### config.mk
export PLATFORM = sky130hd
export DESIGN_NAME = cfrf_back
export DESIGN_NICKNAME = d
export VERILOG_FILES = /design/src/hw/rtl/cfrf_pkg.sv /design/src/hw/rtl/cfrf_back.sv
export SDC_FILE = /design/constraint.sdc
export NUM_CORES = 1
export LEC_CHECK = 0
export BUFFER_PORTS_ARGS = -buffer_cell sky130_fd_sc_hd__buf_2
export CORE_ASPECT_RATIO = 1.1
export CORE_MARGIN = 4
export CORE_UTILIZATION = 47
export CTS_BUF_LIST = sky130_fd_sc_hd__clkbuf_16
export DETAILED_ROUTE_END_ITERATION = 12
export PLACE_DENSITY = 0.75
export SLEW_MARGIN = 20
export SYNTH_ARGS = -nofsm -noshare
export SYNTH_HDL_FRONTEND = slang
export SYNTH_SLANG_ARGS = --single-unit
### constraint.sdc
create_clock -name clk -period 5.9 [get_ports clk]
set_input_delay 0.59 -clock clk [delete_from_list [all_inputs] [get_ports clk]]
set_output_delay 0.59 -clock clk [all_outputs]
set_load 0.02 [all_outputs]
### src/hw/rtl/cfrf_pkg.sv
// Package for the CAN frame ring FIFO: sizes, status codes, the command word
// passed from the front end to the back end, and pointer helper functions.
// No dependencies.
package cfrf_pkg;

  localparam int RING_DEPTH  = 64;
  localparam int MAX_PAYLOAD = 64;

  localparam int PTR_W   = $clog2(2 * RING_DEPTH);
  localparam int SLOT_W  = $clog2(RING_DEPTH);
  localparam int POS_W   = $clog2(MAX_PAYLOAD + 1);
  localparam int BADDR_W = $clog2(RING_DEPTH * MAX_PAYLOAD);
  localparam int QDEPTH  = 2;
  localparam int QIDX_W  = $clog2(QDEPTH);
  localparam int QCNT_W  = $clog2(QDEPTH + 1);

  localparam logic [1:0] ST_WR_OK    = 2'd0;
  localparam logic [1:0] ST_WR_DROP  = 2'd1;
  localparam logic [1:0] ST_RD_DATA  = 2'd2;
  localparam logic [1:0] ST_RD_EMPTY = 2'd3;

  localparam logic OP_WRITE = 1'b0;
  localparam logic OP_READ  = 1'b1;

  typedef struct packed {
    logic        op;
    logic        first;
    logic        ended;
    logic [31:0] id;
    logic [15:0] flen;
    logic [7:0]  dbyte;
    logic [15:0] rlim;
  } cmd_t;

  function automatic logic [SLOT_W-1:0] slot_of(input logic [PTR_W-1:0] p);
    if (p >= PTR_W'(RING_DEPTH)) begin
      return SLOT_W'(p - PTR_W'(RING_DEPTH));
    end
    return SLOT_W'(p);
  endfunction

  function automatic logic [PTR_W-1:0] ptr_inc(input logic [PTR_W-1:0] p);
    if (p == PTR_W'(2 * RING_DEPTH - 1)) begin
      return '0;
    end
    return p + PTR_W'(1);
  endfunction

  function automatic logic [PTR_W-1:0] fill_of(input logic [PTR_W-1:0] wp,
                                               input logic [PTR_W-1:0] rp);
    logic [PTR_W:0] t;
    t = {1'b0, wp} + (PTR_W + 1)'(2 * RING_DEPTH) - {1'b0, rp};
    if (wp >= rp) begin
      return wp - rp;
    end
    return PTR_W'(t);
  endfunction

  function automatic logic [BADDR_W-1:0] baddr(input logic [SLOT_W-1:0] s,
                                               input logic [POS_W-1:0] pos);
    return BADDR_W'(s) * BADDR_W'(MAX_PAYLOAD) + BADDR_W'(pos);
  endfunction

endpackage

### src/hw/rtl/cfrf_back.sv
// Back end: executes queued commands against the ring memories and drives
// the result registers. Depends on cfrf_pkg.
module cfrf_back import cfrf_pkg::*; (
  input  logic               clk,
  input  logic               rst_n,
  input  logic               q_valid,
  input  cmd_t               q_cmd,
  output logic               q_pop,
  output logic               id_we,
  output logic [SLOT_W-1:0]  id_waddr,
  output logic [31:0]        id_wdata,
  output logic [SLOT_W-1:0]  hdr_raddr,
  input  logic [31:0]        id_rdata,
  output logic               len_we,
  output logic [POS_W-1:0]   len_wdata,
  input  logic [POS_W-1:0]   len_rdata,
  output logic               byte_we,
  output logic [BADDR_W-1:0] byte_waddr,
  output logic [7:0]         byte_wdata,
  output logic [BADDR_W-1:0] byte_raddr,
  input  logic [7:0]         byte_rdata,
  output logic               out_strobe,
  output logic [1:0]         out_status,
  output logic [31:0]        out_id,
  output logic [6:0]         out_len,
  output logic [7:0]         out_byte,
  output logic               out_byte_valid,
  output logic               out_last_result,
  output logic [31:0]        out_drop_total,
  output logic [6:0]         out_fill_level
);

  localparam logic [1:0] S_IDLE  = 2'd0;
  localparam logic [1:0] S_HDR   = 2'd1;
  localparam logic [1:0] S_BYTES = 2'd2;

  logic [1:0]        state_r, state_nxt;
  logic [PTR_W-1:0]  wp_r, wp_nxt, rp_r, rp_nxt;
  logic [31:0]       drop_r, drop_nxt;
  logic              wr_rej_r, wr_rej_nxt;
  logic [POS_W-1:0]  wr_pos_r, wr_pos_nxt;
  logic [POS_W-1:0]  wr_dlen_r, wr_dlen_nxt;
  logic [31:0]       wr_id_r, wr_id_nxt;
  logic [15:0]       rlim_r, rlim_nxt;
  logic [POS_W-1:0]  rd_len_r, rd_len_nxt;
  logic [POS_W-1:0]  rd_cnt_r, rd_cnt_nxt;
  logic [SLOT_W-1:0] rd_slot_r, rd_slot_nxt;
  logic [31:0]       rd_id_r, rd_id_nxt;

  logic              strobe_r, strobe_nxt;
  logic [1:0]        status_r, status_nxt;
  logic [31:0]       oid_r, oid_nxt;
  logic [6:0]        olen_r, olen_nxt;
  logic [7:0]        obyte_r, obyte_nxt;
  logic              obv_r, obv_nxt;
  logic              olast_r, olast_nxt;
  logic [31:0]       odrop_r, odrop_nxt;
  logic [6:0]        ofill_r, ofill_nxt;

  logic [PTR_W-1:0]  fill_cur;
  logic [SLOT_W-1:0] ws;
  logic              w_rej;
  logic [POS_W-1:0]  w_dlen;
  logic [31:0]       w_id;
  logic [POS_W-1:0]  w_pos;
  logic              w_store;
  logic [POS_W-1:0]  hdr_len;
  logic [POS_W-1:0]  cnt_inc;
  logic              rd_last;

  assign fill_cur = fill_of(wp_r, rp_r);
  assign ws       = slot_of(wp_r);
  assign w_rej    = q_cmd.first ? ((q_cmd.flen > 16'(MAX_PAYLOAD)) ||
                                   (fill_cur >= PTR_W'(RING_DEPTH))) : wr_rej_r;
  assign w_dlen   = q_cmd.first ? POS_W'(q_cmd.flen) : wr_dlen_r;
  assign w_id     = q_cmd.first ? q_cmd.id : wr_id_r;
  assign w_pos    = q_cmd.first ? '0 : wr_pos_r;
  assign w_store  = !w_rej && (w_pos < w_dlen);
  assign hdr_len  = (16'(len_rdata) > rlim_r) ? POS_W'(rlim_r) : len_rdata;
  assign cnt_inc  = rd_cnt_r + POS_W'(1);
  assign rd_last  = (cnt_inc == rd_len_r);

  assign hdr_raddr  = slot_of(rp_r);
  assign byte_raddr = baddr(rd_slot_r, (state_r == S_HDR) ? '0 : cnt_inc);
  assign byte_waddr = baddr(ws, w_pos);
  assign byte_wdata = q_cmd.dbyte;
  assign id_waddr   = ws;
  assign id_wdata   = w_id;

  always_comb begin
    state_nxt   = state_r;
    wp_nxt      = wp_r;
    rp_nxt      = rp_r;
    drop_nxt    = drop_r;
    wr_rej_nxt  = wr_rej_r;
    wr_pos_nxt  = wr_pos_r;
    wr_dlen_nxt = wr_dlen_r;
    wr_id_nxt   = wr_id_r;
    rlim_nxt    = rlim_r;
    rd_len_nxt  = rd_len_r;
    rd_cnt_nxt  = rd_cnt_r;
    rd_slot_nxt = rd_slot_r;
    rd_id_nxt   = rd_id_r;
    q_pop       = 1'b0;
    id_we       = 1'b0;
    len_we      = 1'b0;
    len_wdata   = w_pos;
    byte_we     = 1'b0;
    strobe_nxt  = 1'b0;
    status_nxt  = status_r;
    oid_nxt     = oid_r;
    olen_nxt    = olen_r;
    obyte_nxt   = obyte_r;
    obv_nxt     = obv_r;
    olast_nxt   = olast_r;

    case (state_r)
      S_IDLE: begin
        if (q_valid) begin
          q_pop = 1'b1;
          if (q_cmd.op == OP_WRITE) begin
            wr_rej_nxt  = w_rej;
            wr_dlen_nxt = w_dlen;
            wr_id_nxt   = w_id;
            wr_pos_nxt  = w_pos;
            if (w_store) begin
              byte_we    = 1'b1;
              wr_pos_nxt = w_pos + POS_W'(1);
            end
            if (q_cmd.ended) begin
              strobe_nxt = 1'b1;
              oid_nxt    = '0;
              olen_nxt   = '0;
              obyte_nxt  = '0;
              obv_nxt    = 1'b0;
              olast_nxt  = 1'b1;
              if (w_rej) begin
                drop_nxt   = drop_r + 32'd1;
                status_nxt = ST_WR_DROP;
              end else begin
                id_we      = 1'b1;
                len_we     = 1'b1;
                len_wdata  = wr_pos_nxt;
                wp_nxt     = ptr_inc(wp_r);
                status_nxt = ST_WR_OK;
              end
              wr_rej_nxt = 1'b0;
              wr_pos_nxt = '0;
            end
          end else if (fill_cur == '0) begin
            strobe_nxt = 1'b1;
            status_nxt = ST_RD_EMPTY;
            oid_nxt    = '0;
            olen_nxt   = '0;
            obyte_nxt  = '0;
            obv_nxt    = 1'b0;
            olast_nxt  = 1'b1;
          end else begin
            rlim_nxt    = q_cmd.rlim;
            rd_slot_nxt = slot_of(rp_r);
            rp_nxt      = ptr_inc(rp_r);
            state_nxt   = S_HDR;
          end
        end
      end
      S_HDR: begin
        rd_id_nxt  = id_rdata;
        rd_len_nxt = hdr_len;
        rd_cnt_nxt = '0;
        if (hdr_len == '0) begin
          strobe_nxt = 1'b1;
          status_nxt = ST_RD_DATA;
          oid_nxt    = id_rdata;
          olen_nxt   = '0;
          obyte_nxt  = '0;
          obv_nxt    = 1'b0;
          olast_nxt  = 1'b1;
          state_nxt  = S_IDLE;
        end else begin
          state_nxt = S_BYTES;
        end
      end
      S_BYTES: begin
        strobe_nxt = 1'b1;
        status_nxt = ST_RD_DATA;
        oid_nxt    = rd_id_r;
        olen_nxt   = 7'(rd_len_r);
        obyte_nxt  = byte_rdata;
        obv_nxt    = 1'b1;
        olast_nxt  = rd_last;
        if (rd_last) begin
          state_nxt = S_IDLE;
        end else begin
          rd_cnt_nxt = cnt_inc;
        end
      end
      default: begin
        state_nxt = S_IDLE;
      end
    endcase

    odrop_nxt = strobe_nxt ? drop_nxt : odrop_r;
    ofill_nxt = strobe_nxt ? 7'(fill_of(wp_nxt, rp_nxt)) : ofill_r;
  end

  always_ff @(posedge clk) begin
    if (!rst_n) begin
      state_r  <= S_IDLE;
      wp_r     <= '0;
      rp_r     <= '0;
      drop_r   <= '0;
      wr_rej_r <= 1'b0;
      wr_pos_r <= '0;
      strobe_r <= 1'b0;
    end else begin
      state_r  <= state_nxt;
      wp_r     <= wp_nxt;
      rp_r     <= rp_nxt;
      drop_r   <= drop_nxt;
      wr_rej_r <= wr_rej_nxt;
      wr_pos_r <= wr_pos_nxt;
      strobe_r <= strobe_nxt;
    end
  end

  always_ff @(posedge clk) begin
    wr_dlen_r <= wr_dlen_nxt;
    wr_id_r   <= wr_id_nxt;
    rlim_r    <= rlim_nxt;
    rd_len_r  <= rd_len_nxt;
    rd_cnt_r  <= rd_cnt_nxt;
    rd_slot_r <= rd_slot_nxt;
    rd_id_r   <= rd_id_nxt;
    status_r  <= status_nxt;
    oid_r     <= oid_nxt;
    olen_r    <= olen_nxt;
    obyte_r   <= obyte_nxt;
    obv_r     <= obv_nxt;
    olast_r   <= olast_nxt;
    odrop_r   <= odrop_nxt;
    ofill_r   <= ofill_nxt;
  end

  assign out_strobe      = strobe_r;
  assign out_status      = status_r;
  assign out_id          = oid_r;
  assign out_len         = olen_r;
  assign out_byte        = obyte_r;
  assign out_byte_valid  = obv_r;
  assign out_last_result = olast_r;
  assign out_drop_total  = odrop_r;
  assign out_fill_level  = ofill_r;

endmodule

# Yosys cells after proc, flatten, opt, wreduce, memory -nomap -nowiden
# Index checks and enable logic that the tools add are counted.
[totals] word_cells=195 regBits=254
[op_classes] add_sub_neg=15 n_lt_le_gt_ge=8 muxes=122 bitwise_logic=2 eq_ne=13 n_reduce_logical=13
[ops] cell="two-way mux 32 bit" n=11
[ops] cell="two-way mux 7 bit" n=34
[ops] cell="case mux 32 bit (3 select lines)" n=1
[ops] cell="two-way mux 1 bit" n=48
[ops] cell="adder 7 x 1 -> 7 bit, second input constant" n=6
[ops] cell="two-way mux 8 bit" n=5
[ops] cell="adder 32 x 1 -> 32 bit, second input constant" n=1
[ops] cell="two-way mux 6 bit" n=5
[ops] cell="subtractor 7 bit" n=4
[ops] cell="adder 12 x 7 -> 12 bit" n=2
[ops] cell="case mux 8 bit (3 select lines)" n=1
[ops] cell=">= comparator 7 bit, second input constant" n=3
[ops] cell="case mux 7 bit (3 select lines)" n=1
[ops] cell="two-way mux 2 bit" n=10
[ops] cell="greater-than comparator 16 x 7 -> 1 bit, second input constant" n=1
[ops] cell="greater-than comparator 7 x 16 -> 1 bit" n=1
[ops] cell="equality test 7 bit, second input constant" n=2
[ops] cell=">= comparator 7 bit" n=2
[ops] cell="logical NOT 7 bit" n=2
[ops] cell="case mux 7 bit (2 select lines)" n=1
[ops] cell="case mux 2 bit (3 select lines)" n=2
[ops] cell="subtractor 6 x 1 -> 6 bit, second input constant" n=2
[ops] cell="!= test 2 bit, second input constant" n=5
[ops] cell="case mux 1 bit (3 select lines)" n=3
[ops] cell="other kinds (17)" n=20

# Longest topological paths before layout
# Gate-level depths: netlist of the first run.
[logic_depth] ltp_word=20 ltp_mapped=21 depth_no_buf=20

# Worst setup path before layout of the first run
# Ideal clock, no wire load.
[synth_timing] path_kind="reg-to-reg" start="register wp_r[3]" end="register obyte_r[0] (netlist: out_byte[0]), enable pin" slack_ps=-515 synth_period_minus_slack_ps=6415 t_arrival_ps=5879 stages_incl_launch_ff=10 path_cell_list="dfxtp_1 > ha_1 > o21a_1 > or4_1 > o21ai_1 > o2111ai_1 > nor2_1 > mux2i_1 > nand2b_1 > a211oi_1"
[synth_between] elab_chain_cells=6 word_cells_on_any_way=10
[synth_lines] element="from (decl)" line="cfrf_back.sv:38" text="logic [PTR_W-1:0] wp_r, wp_nxt, rp_r, rp_nxt;"
[synth_lines] element="from (signal assigned)" line="cfrf_back.sv:217" text="wp_r <= wp_nxt;"
[synth_lines] element="adder 7 x 1 -> 7 bit (tied with other cells)" line="cfrf_pkg.sv:52" text="t = {1'b0, wp} + (PTR_W + 1)'(2 * RING_DEPTH) - {1'b0, rp};"
[synth_lines] element="subtractor 7 bit (tied with other cells)" line="cfrf_pkg.sv:52"
[synth_lines] element="two-way mux 7 bit *" line="cfrf_pkg.sv:56" text="return PTR_W'(t);"
[synth_lines] element="logical NOT 7 bit *" line="cfrf_back.sv:150" text="end else if (fill_cur == '0) begin"
[synth_lines] element="!= test 3 bit (no source line) *"
[synth_lines] element="AND reduction 5 bit (no source line) *"
[synth_lines] element="to (signal assigned)" line="cfrf_back.sv:237" text="obyte_r <= obyte_nxt;"
[synth_lines] element="to (decl)" line="cfrf_back.sv:54" text="logic [7:0] obyte_r, obyte_nxt;"
# Every way passes the cells marked *; elsewhere a longest branch is shown, timed or not. The select of a mux whose other input is x is not followed.
# A chain may end at the register's enable or synchronous reset.

# Worst setup path after layout of the first run
[layout_timing] start="register wp_r[0]" end="register ofill_r[6] (netlist: out_fill_level[6]), data pin"
[layout_between] elab_chain_cells=16 word_cells_on_any_way=36
[layout_lines] element="branches (longest 15 deep; another with adder 7 x 1 -> 7 bit)"
[layout_lines] element="two-way mux 7 bit *" line="cfrf_pkg.sv:56"
[layout_lines] element="to (signal assigned)" line="cfrf_back.sv:241" text="ofill_r <= ofill_nxt;"
[layout_lines] element="to (decl)" line="cfrf_back.sv:58" text="logic [6:0] ofill_r, ofill_nxt;"
# Mark *: on every way between the ends. The select of a mux whose other input is x is not followed.

==> results of run 1 <==
==> routing by layer <==
metal  share of wire, %  vias up  wire [um]
met5                  0        -          0
met2                 49      258      12840
met4                2.1        0        554
li1                   -     3918          -
met3                7.8       44       2034
met1                 41     3851      10680
==> cell usage in the layout, fill, tap and decap left out, types with 3 or more instances in the layout <==
cell                        netlist  final
sky130_fd_sc_hd__nand2_1         64     64
sky130_fd_sc_hd__nor2b_1         53     53
sky130_fd_sc_hd__a21oi_1         12     12
sky130_fd_sc_hd__nor3_1          14     14
sky130_fd_sc_hd__mux2_2          36     36
sky130_fd_sc_hd__inv_1           39     43
sky130_fd_sc_hd__and3_1          11     11
sky130_fd_sc_hd__nand4_1         10     10
sky130_fd_sc_hd__nor2_1          43     42
sky130_fd_sc_hd__a22oi_1         32     32
sky130_fd_sc_hd__xor2_1          30     30
sky130_fd_sc_hd__buf_2            1    286
sky130_fd_sc_hd__a21o_1           8      8
sky130_fd_sc_hd__or2_2            3      3
sky130_fd_sc_hd__nand2_2          3      3
sky130_fd_sc_hd__o21ai_0         21     21
sky130_fd_sc_hd__and4_1           3      3
sky130_fd_sc_hd__clkinv_1         0      4
sky130_fd_sc_hd__o21a_1           6      6
sky130_fd_sc_hd__a211oi_1         4      3
sky130_fd_sc_hd__o31ai_1          3      3
sky130_fd_sc_hd__and2_1          67     67
sky130_fd_sc_hd__o21ai_1          3      3
sky130_fd_sc_hd__xnor2_1         43     43
sky130_fd_sc_hd__edfxtp_1       197    197
sky130_fd_sc_hd__clkbuf_16        0     32
sky130_fd_sc_hd__clkinv_2         1      4
sky130_fd_sc_hd__ha_1            40     39
sky130_fd_sc_hd__nand3_1         30     30
sky130_fd_sc_hd__buf_4           22      7
sky130_fd_sc_hd__mux2i_1         12     12
sky130_fd_sc_hd__dfxtp_1         57     57
sky130_fd_sc_hd__nor4_1           5      5
sky130_fd_sc_hd__nand2b_1         4      4
==> per-stage QoR <==
step	total power [W]	hold slack, ps	util [%]	instance area [um2]
global placement	0.004244	428.1	54.51	13420
detailed placement	0.004273	440.2	54.51	13420
global route	0.006246	201.7	58.32	14360
floorplan	0.003699	417.3	-	11860
CTS	0.006016	199.0	58.31	14360
finish	0.005922	227.7	58.32	14360
==> area by class of cell <==
class | count | share of cell area [%]
Tap cell | 310 | 2.701
Sequential cell | 254 | 49.14
Clock buffer | 32 | 5.576
Inverter | 41 | 1.115
Clock inverter | 18 | 0.9323
Multi-Input combinational cell | 600 | 30.18
Timing Repair Buffer | 293 | 10.33
Antenna cell | 1 | 0.01743
==> flip-flops by register name, summed over array words and instances (netlist names) <==
register,flops
drop_r,32
out_drop_total,32
out_id,32
rd_id_r,32
wr_id_r,32
rlim_r,16
out_byte,8
out_fill_level,7
out_len,7
rd_cnt_r,7
rd_len_r,7
rp_r,7
wp_r,7
wr_dlen_r,7
wr_pos_r,7
rd_slot_r,6
out_status,2
state_r,2
out_byte_valid,1
out_last_result,1
out_strobe,1
wr_rej_r,1
==> where the power goes <==
part | switching (W) | internal [W] | total [W] | leakage (nW)
Clock | 0.000694 | 0.00102 | 0.00171 | 0.471
Combinational | 0.00113 | 0.000510 | 0.00164 | 3.10
Sequential | 0.000112 | 0.00246 | 0.00257 | 2.33
Total | 0.00194 | 0.00399 | 0.00592 | 5.90
==> worst min-delay path by stage <==
stage / from / to / cells past startpoint
after floorplan: wr_pos_r[4] / wr_pos_r[4] / 2
after global placement: wr_pos_r[4] / wr_pos_r[4] / 2
after detailed placement: wr_pos_r[2] / wr_pos_r[2] / 2
after CTS: q_cmd[12] / rlim_r[12] / 1
after global routing: q_cmd[6] / rlim_r[6] / 1
final: q_cmd[12] / rlim_r[12] / 1
==> kinds of logic (layout without fill, tap and decap cells) <==
family	after synthesis	after routing	share of synthesized area, %
flip-flops	254	254	59.52
XOR/XNOR	76	76	5.857
other	0	1	0
multiplexers	48	48	4.432
buffers and inverters	98	384	4.116
AND/OR/NAND/NOR	328	328	15.22
adder cells (fa/ha/maj)	42	42	4.559
AO/OA/AOI/OAI	106	106	6.300
==> results.toml, run 1 <==
[routing]
remaining_drc_errors = 0
initialDrtViolationCount = 362
first_pass_iters = 5
routedWlPerCell_um = 16.85
aggregate_routed_wire_length_um = 26110
drt_antenna_net_count = 0
route.vias.total = 8071
routed_via_density = 5.210

[critical_path]
cell_class_contributing_the_biggest_share_of_worst_path_delay = "compound AO/OA/AOI/OAI gates"
timing.critical_path.cells = "inv_1 -> ha_1 -> fa_1 -> and2b_1 -> o21a_1 -> a21oi_1 -> o2111ai_2 -> buf_4 -> a21o_1 -> clkinv_4 -> and3_1 -> a21oi_1 -> ha_1 -> inv_1 -> fa_1 -> a21o_1 -> a21oi_1 -> o21bai_1 -> a21oi_1 -> xnor3_1 -> xnor2_1"
worst_r2r_endpoint = "out_fill_level[6]"
timing.reg2reg.worst_path_depth = 21
worst_setup_path_end_kind = "register"
timing.rr.start = "wp_r[0]"
worst_path_maximum_fanout = 14
crit_path_top_delay_cell = "sky130_fd_sc_hd__dfxtp_1"
crit_required_ps = 6180
crit_path_arrival_time_ps = 5380
register_to_register_setup_slack_ps = 800
worstPathBufferInverterCount = 4
timing.critical_path.from_type = "register"
critical-path-max-stage-delay_ps = 430
critPathKind = "reg -> reg"
crit_start = "wp_r[0]"
worst_setup_path_endpoint = "out_fill_level[6]"
most_frequent_cp_cell = "sky130_fd_sc_hd__a21oi_1"
cp_num_cells = 21

[synthesis]
post_synth_inst_count = 952
netlist_top_cells_count = "sky130_fd_sc_hd__edfxtp_1 (197), sky130_fd_sc_hd__and2_1 (67), sky130_fd_sc_hd__nand2_1 (64)"
synthesis.nets = 1119
cell_area_synth_um2 = 11860
synth_most_common_cell = "sky130_fd_sc_hd__edfxtp_1"
synth_top_area_cell = "sky130_fd_sc_hd__edfxtp_1"
syn_area_per_cell_um2 = 12.45
yosysWarnings = 0
synth_async_sr_flop_share_pct = 0
edff_count_synth = 197
synthFlopType = "sky130_fd_sc_hd__edfxtp_1"
synth_cell_type_count = 68
netlist.area_leader.share_pct = 49.89
ys_ff_latch = 254
synth_top_cells_by_area = "sky130_fd_sc_hd__edfxtp_1 (50%), sky130_fd_sc_hd__dfxtp_1 (9.6%), sky130_fd_sc_hd__ha_1 (4.2%)"
synth_seq_area_share_pct = 59.52

[cts]
post_cts.resized_instances = 0
cts_hold_buf = 0
clk_transition_reported_paths_ps = 60
cts.repair_timing.setup_buffer_count = 0
cts.sinks = 254
clock_tree_from_tritoncts = "yes"
clock_tree.htree_level_count = 1
cts.path.max_buffers = 3
clock_insertion_delay_worst_skew_ps = 540
cts-buffers-inserted = 27
cts.root.buffer_cell = "sky130_fd_sc_hd__clkbuf_16"

[global_routing]
global_routing_met1_resource_utilization_pct = 22.67
grt_antenna_before_repair = 1
gr-max-usage-layer = "met2"
maximum_number_of_pins_on_one_net_before_global_route_repair = 55
met2_usage_in_global_routing_pct = 32.41
grt_first_pass_wirelength_um = 42870
grtUsageMet3_pct = 4.954
via_count_of_the_first_global_routing_pass = 8353
gr-total-overflow = 0
gr_usage_total_pct = 18.48

[timing]
timing.final.hold_violations = 0
fmaxAchievable_mhz = 196.0
timing_worst_slew_pin_value_ps = 982.4
grt_setup_unrepaired = "no"
timing.final.setup_violations = 0
setup-tns-final_ps = 0
final_max_slew_viols = 0
worst_setup_slack_final_ps = 799.0
worst_case_headroom_to_the_max_slew_limit_pct = 34.35
timing.final.crit_period_ps = 5101
clock_skew_ps = 12.05
layout_worst_path_cycle_share_pct = 86.46

[place]
gpl.final_weighted_congestion = 0.8816
detailedPlace.worstSlack_ps = 787.7
place_inst = 1498
dp_hpwl_um = 18850
port_buffers = 286

[finish]
final-instance-count-excl-fill = 1549
flow.area_growth_from_synthesis_pct = 21.12
multi_input_comb_area_um2 = 4334
fill_cells = 2027
fin_nets = 1384
post_route_cells_drive_above_1_share_pct = 31.99
sequential_cell_area_um2 = 7057

[die]
number_of_rows_created_at_floorplan = 60
die_y_um = 174.6
placeable_core_region_um2 = 24620
initial_core_util_pct = 48.15
floorplan.io_pins = 303
design.die.area_um2 = 27830
die_extent_in_x_um = 159.4

[run]
drv.max_cap_violation_count = 0

[power_and_ir_drop]
vdd_drop_max_v = 0.0002093
power_density_nw_per_um2 = 412.4
leakage_nw = 5.904

[worst_hold_path]
hp-class = "in -> reg"

[status]
outcome = "completed"
No activity file was read; power rests on OpenSTA's default activity.
==> run 2, diff against run 1 <==
CELL_PAD_IN_SITES_DETAIL_PLACEMENT = 0   (was default)
CELL_PAD_IN_SITES_GLOBAL_PLACEMENT = 2   (was default)
CORE_UTILIZATION = 31   (was 47)
PLACE_DENSITY = default   (was 0.75)
PLACE_DENSITY_LB_ADDON = 0.1   (was default)
SLEW_MARGIN = 40   (was 20)
==> run 2 against run 1 <==
Compared with the run above:
- sequential share of layout area shrank 1.1 points
- design area is 2.4% higher
- via count down 2.0%
- sequential power barely moved
- die area up 49%
- setup slack improved by 160 ps
- non-clock buffer count is 3 higher
- clock skew fell by 0.83 ps
- flip-flop and latch count unchanged
- fmax rose by 3.1%
==> results.toml, run 2 (synthesis results as in run 1) <==
[worst_hold_path]
hp-class = "in -> reg"
whs_endpoint = "rlim_r[4]"
hold_start = "q_cmd[4]"
hold_depth = 1

[critical_path]
timing.critical_path.cells = "inv_1 -> ha_1 -> fa_1 -> and2b_1 -> o21a_1 -> a21oi_1 -> o2111ai_2 -> a21o_1 -> clkinv_4 -> and3_1 -> a21oi_1 -> ha_1 -> inv_1 -> fa_1 -> a21o_1 -> a21oi_1 -> o21bai_1 -> a21oi_1 -> xnor3_1 -> xnor2_1"
timing.rr.start = "wp_r[0]"
critPathKind = "reg -> reg"
most_frequent_cp_cell = "sky130_fd_sc_hd__a21oi_1"
timing.critical_path.from_type = "register"
timing.reg2reg.worst_path_depth = 20
worst_r2r_endpoint = "out_fill_level[6]"
worst_setup_path_end_kind = "register"
crit_path_arrival_time_ps = 5250
crit_path_top_delay_cell = "sky130_fd_sc_hd__dfxtp_1"
critical-path-max-stage-delay_ps = 440
cell_class_contributing_the_biggest_share_of_worst_path_delay = "compound AO/OA/AOI/OAI gates"
crit_start = "wp_r[0]"
cp_num_cells = 20
worstPathBufferInverterCount = 3
crit_required_ps = 6210
register_to_register_setup_slack_ps = 950
worst_path_maximum_fanout = 10

[die]
die_y_um = 213.1
floorplan.io_pins = 303
number_of_rows_created_at_floorplan = 74
placeable_core_region_um2 = 37500
die_extent_in_x_um = 194.5
initial_core_util_pct = 31.62
design.die.area_um2 = 41440

[cts]
clk_transition_reported_paths_ps = 60
cts.path.max_buffers = 3
clock_tree_from_tritoncts = "yes"
cts.sinks = 254
clock_tree.htree_level_count = 1
cts_hold_buf = 0
cts.repair_timing.setup_buffer_count = 0
cts-buffers-inserted = 31
post_cts.resized_instances = 0
clock_insertion_delay_worst_skew_ps = 570
cts.root.buffer_cell = "sky130_fd_sc_hd__clkbuf_16"

[finish]
antenna_cells_inserted = 0
fill_cells = 3747
layout_common_cells = "sky130_fd_sc_hd__buf_2 (286), sky130_fd_sc_hd__edfxtp_1 (197), sky130_fd_sc_hd__and2_1 (67)"
post_route_cells_drive_above_1_share_pct = 32.51
fin_area_um2 = 14700
flow.area_growth_from_synthesis_pct = 23.99
final_common_cell = "sky130_fd_sc_hd__buf_2"
postLayoutCoreUtil_pct = 39.20
fin_nets = 1391

[power_and_ir_drop]
power_density_nw_per_um2 = 414.3
leakage_nw = 5.947
power.internal_w = 0.004073
vdd_drop_max_v = 0.0002302
combinationalPowerShare_pct = 27.8
power.clock.fraction_pct = 30.1
seq_power_share_pct = 42.2
total_switching_power_w = 0.002018
power.share.switching_pct = 33.13

[timing]
clock_skew_ps = 11.23
timing.final.crit_period_ps = 4946
timing_worst_slew_pin_value_ps = 710.5
final_max_slew_viols = 0
fmaxAchievable_mhz = 202.2
worst_case_headroom_to_the_max_slew_limit_pct = 52.52
grt_setup_unrepaired = "no"
layout_worst_path_cycle_share_pct = 83.83
timing.final.hold_violations = 0
setup-tns-final_ps = 0
timing.final.setup_violations = 0

[global_routing]
maximum_number_of_pins_on_one_net_before_global_route_repair = 55
grt_antenna_before_repair = 1
gr-total-overflow = 0
grt_first_pass_wirelength_um = 46120
via_count_of_the_first_global_routing_pass = 8162
gr_usage_total_pct = 13.88
global_routing_met1_resource_utilization_pct = 18.60
gr-max-usage-layer = "met2"
met2_usage_in_global_routing_pct = 22.36
grtUsageMet3_pct = 3.708

[routing]
initialDrtViolationCount = 298
aggregate_routed_wire_length_um = 29910
route.vias.total = 7911
first_pass_iters = 4
routed_via_density = 4.539
remaining_drc_errors = 0
drt_antenna_net_count = 0
routedWlPerCell_um = 17.16

[status]
outcome = "completed"

[place]
postPlaceCellArea_um2 = 13720
gpl.final_weighted_congestion = 0.7710
dp_hpwl_um = 21550
port_buffers = 286

[run]
drv.max_cap_violation_count = 0
## run 2: changes by cell type in the layout (fill, tap and decap cells not counted), sizes merged, moves of 2 or more
| cell | delta |
|---|---|
| clkinv | +6 |
| buf | +3 |
| bufinv | +2 |
| clkinvlp | +2 |
## run 2: worst max-delay path by stage
| stage | to | slack, ps |
|---|---|---|
| 3_3_place_gp | out_fill_level[6] | 1010 |
| 5_1_grt | out_fill_level[6] | 560 |
| 6_report | out_fill_level[6] | 950 |
| 4_1_cts | out_fill_level[6] | 880 |
| 3_5_place_dp | out_fill_level[6] | 900 |
| 2_1_floorplan | out_byte[0] | 1250 |
## run 2: worst register-to-register path, delay by kind of cell (launching register included)
kind / cells / cell delay [ps]
buffers and inverters: 3 / 350
and+or+nand+nor: 2 / 450
DFF: 1 / 440
xor gates and xnor gates: 2 / 470
AOI/OAI and AO/OA: 9 / 1740
adders and majority gates: 4 / 1250
## run 2: power groups by stage
stage	registers, W	clock network [W]	logic (W)
3_3_place_gp	0.00261	0	0.00172
4_1_cts	0.00258	0.00191	0.00175
5_1_grt	0.00261	0.00198	0.00185
6_report	0.00257	0.00183	0.00169
3_5_place_dp	0.00261	0	0.00174
2_1_floorplan	0.00294	0	0.000759
## run 2: cell type report
cell class | count | area (um2) | share of cell area [%]
flip-flops and latches | 254 | 7057 | 48.00
multi-input cells | 600 | 4349 | 29.59
repair buffers | 296 | 1531 | 10.42
clock buffers | 31 | 775.7 | 5.277
well taps | 494 | 618.1 | 4.205
clock inverters | 27 | 209.0 | 1.421
inverters | 41 | 160.2 | 1.089
## run 2: through the flow
step	setup WS, ps	power (W)	std cells	hold slack, ps
after global routing	558.6	0.006439	1743	164.6
after detailed placement	902.2	0.004351	1685	438.0
after CTS	881.4	0.006230	1743	152.3
final	954.3	0.006090	1743	198.5
after floorplan	1246	0.003699	952	417.3
after global placement	1011	0.004327	1683	430.4
## run 2: layer usage
metal	share of wire (%)	wire length (um)
met3	7.2	2167
met2	45	13490
met5	0.023	7
met1	46	13620
met4	2.1	629
==> run 3, diff against run 2 <==
ABC_AREA = 1   (was default)
CORE_UTILIZATION = 29   (was 31)
clock period = 4.1 ns   (was 5.9 ns; I/O delays follow)
==> run 3 against run 2 <==
Compared with the run above:
- clock power rose by 42%
- utilization shrank 2.3 points
- via count grew 21%
- global-route usage grew 1.3 points
- critical path depth increased by 4
- count of clock-buffer cells in the layout is the same
- routed wire length grew 20%
- highest routed layer unchanged
- combinational power rose by 99%
- synthesized area grew 4.1%
- synthesized cell count rose by 38%
==> results.toml, run 3 <==
[global_routing]
grt_antenna_before_repair = 4
via_count_of_the_first_global_routing_pass = 9637
grtUsageMet3_pct = 3.230
gr-total-overflow = 0
gr-max-usage-layer = "met2"
gr_usage_total_pct = 15.19
grt_first_pass_wirelength_um = 55370
maximum_number_of_pins_on_one_net_before_global_route_repair = 60
met2_usage_in_global_routing_pct = 25.16
global_routing_met1_resource_utilization_pct = 20.36

[cts]
clk_transition_reported_paths_ps = 60
clock_tree_from_tritoncts = "yes"
cts.sinks = 254
cts.path.max_buffers = 3
clock_insertion_delay_worst_skew_ps = 570
cts.root.buffer_cell = "sky130_fd_sc_hd__clkbuf_16"
clock_tree.htree_level_count = 1
cts-buffers-inserted = 30

[synthesis]
synth_cell_type_count = 45
synth_seq_area_share_pct = 57.15
edff_count_synth = 197
ys_ff_latch = 254
yosysWarnings = 0
cell_area_synth_um2 = 12350
synthesis.nets = 1482
netlist.area_leader.share_pct = 47.91
synth_async_sr_flop_share_pct = 0
syn_area_per_cell_um2 = 9.390
netlist_top_cells_count = "sky130_fd_sc_hd__nand2_1 (358), sky130_fd_sc_hd__edfxtp_1 (197), sky130_fd_sc_hd__inv_1 (176)"
synth_top_cells_by_area = "sky130_fd_sc_hd__edfxtp_1 (48%), sky130_fd_sc_hd__nand2_1 (11%), sky130_fd_sc_hd__dfxtp_1 (9.2%)"
synthFlopType = "sky130_fd_sc_hd__edfxtp_1"
synth_top_area_cell = "sky130_fd_sc_hd__edfxtp_1"
synth_most_common_cell = "sky130_fd_sc_hd__nand2_1"
post_synth_inst_count = 1315

[finish]
fill_cells = 4411
final_common_cell = "sky130_fd_sc_hd__nand2_1"
fin_area_um2 = 15580
fin_nets = 1792
multi_input_comb_area_um2 = 4339
flow.area_growth_from_synthesis_pct = 26.16
layout_common_cells = "sky130_fd_sc_hd__nand2_1 (358), sky130_fd_sc_hd__buf_2 (286), sky130_fd_sc_hd__edfxtp_1 (197)"
final-instance-count-excl-fill = 2216
sequential_cell_area_um2 = 7057
postLayoutCoreUtil_pct = 36.91
post_route_cells_drive_above_1_share_pct = 24.21

[timing]
clock_skew_ps = 13.97
layout_worst_path_cycle_share_pct = 91.67
timing.final.hold_violations = 0
setup-tns-final_ps = 0
timing_worst_slew_pin_value_ps = 670.1
fin_hold_ws_ps = 40.82
timing.final.crit_period_ps = 3759
final_max_slew_viols = 0
timing.final.setup_violations = 0
worst_case_headroom_to_the_max_slew_limit_pct = 55.32
grt_setup_unrepaired = "no"
fmaxAchievable_mhz = 266.1

[die]
die_extent_in_x_um = 204.7
design.die.area_um2 = 45950
initial_core_util_pct = 29.26
number_of_rows_created_at_floorplan = 79
floorplan.io_pins = 303
placeable_core_region_um2 = 42210
die_y_um = 224.4

[critical_path]
register_to_register_setup_slack_ps = 340
timing.rr.start = "wp_r[0]"
most_frequent_cp_cell = "sky130_fd_sc_hd__nand2_1"
critPathKind = "reg -> reg"
worst_path_maximum_fanout = 10
crit_path_arrival_time_ps = 4080
timing.critical_path.from_type = "register"
worst_r2r_endpoint = "out_fill_level[6]"
crit_required_ps = 4420
worst_setup_path_end_kind = "register"
timing.reg2reg.worst_path_depth = 24
crit_path_top_delay_cell = "sky130_fd_sc_hd__fa_1"
critical-path-max-stage-delay_ps = 440
timing.critical_path.cells = "inv_1 -> ha_1 -> fa_1 -> inv_1 -> nand2_1 -> nand3_1 -> nand2_2 -> nand3_4 -> nand2_4 -> nand2_4 -> inv_4 -> o21ai_0 -> ha_1 -> inv_1 -> fa_1 -> nand3_1 -> nand2_1 -> a21oi_1 -> inv_1 -> a21oi_1 -> nand3b_1 -> nand2_1 -> nand2_1 -> nand2_1"

[power_and_ir_drop]
combinationalPowerShare_pct = 34.0
power.internal_w = 0.006262
total_switching_power_w = 0.003660
vdd_drop_max_v = 0.0003460
power.clock.fraction_pct = 26.1
power.share.switching_pct = 36.89
power_density_nw_per_um2 = 637.0
leakage_nw = 7.127
seq_power_share_pct = 39.9

[routing]
routed_via_density = 4.328
remaining_drc_errors = 0
aggregate_routed_wire_length_um = 36010
first_pass_iters = 5
initialDrtViolationCount = 364
routedWlPerCell_um = 16.25
route.vias.total = 9591
drt_antenna_net_count = 0

[status]
outcome = "completed"

[place]
port_buffers = 286
postPlaceCellArea_um2 = 14400
gpl.final_weighted_congestion = 0.7653
dp_hpwl_um = 26700
place_inst = 2137

[run]
drv.max_cap_violation_count = 0

[worst_hold_path]
hp-class = "in -> reg"
whs_endpoint = "rd_id_r[20]"
hold_depth = 1
hold_start = "id_rdata[20]"
==> run 3: cell count changes in the layout (fill, tap and decap cells not counted), sizes merged, moves of 53 or more <==
| cell | before | now |
|---|---|---|
| a21oi | 12 | 71 |
| and2 | 67 | 2 |
| inv | 45 | 196 |
| nand2 | 67 | 370 |
| nor2 | 44 | 125 |
| nor2b | 53 | 0 |
==> run 3: final cells by class <==
type,instances,share of cell area (%)
antenna,1,0.01606
multi-input combinational,827,27.85
clock buffer,31,4.980
inverter,185,4.522
timing repair buffer,327,11.66
tap,567,4.554
sequential,254,45.30
clock inverter,24,1.116
==> run 3: power groups by stage <==
stage	clock (W)	combinational [W]	sequential (W)
2_1_floorplan	0	0.00155	0.00460
3_3_place_gp	0	0.00342	0.00401
3_5_place_dp	0	0.00340	0.00402
4_1_cts	0.00271	0.00343	0.00397
5_1_grt	0.00281	0.00373	0.00403
6_report	0.00259	0.00337	0.00396
==> run 3: cells by family (layout without fill, tap and decap cells) <==
kind of cell    after synthesis  after routing  synth area share, %
flops                       254            254                57.15
other cells                   0              1                    0
simple gates                636            636                22.82
xor+xnor                     47             47                3.395
fa+ha+maj                    42             42                4.377
compound gates              102            102                4.388
buf+inv                     234            567                7.873
==> run 3: timing repair <==
action | CTS | global route
setup buffers | 0 | 2
endpoints found under the setup margin | 0 | 1
hold buffers | 21 | 0
hold endpoints to repair | 21 | 0
gates resized for setup | 0 | 1
==> run 3: worst max-delay path by stage <==
stage | startpoint | to | slack (ps) | depth (start not counted)
4_1_cts | wp_r[0] | out_fill_level[6] | 240 | 23
5_1_grt | wp_r[0] | out_fill_level[6] | 20 | 24
3_3_place_gp | wp_r[0] | out_fill_level[6] | 310 | 23
2_1_floorplan | wp_r[0] | out_byte[0] | 450 | 11
6_report | wp_r[0] | out_fill_level[6] | 340 | 24
3_5_place_dp | wp_r[0] | out_fill_level[6] | 260 | 23
==> run 3: metal layers <==
metal | vias up | routed length [um]
met5 | - | 41
met4 | 6 | 790
met3 | 55 | 2124
met2 | 219 | 16700
met1 | 4419 | 16360
li1 | 4892 | -
==> run 3: stage by stage <==
step,setup WS [ps],total power [W]
floorplan,445.5,0.006150
global placement,310.2,0.007428
detailed placement,262.1,0.007422
CTS,236.3,0.01011
global route,16.41,0.01058
finish,341.4,0.009923
==> run 3: worst max-delay path, delay by kind of cell, from the launching register on <==
kind            cells  cell delay, ps
compound gates      3             530
buf+inv             5             340
flops               1             330
simple gates       12            1030
fa+ha+maj           4            1260
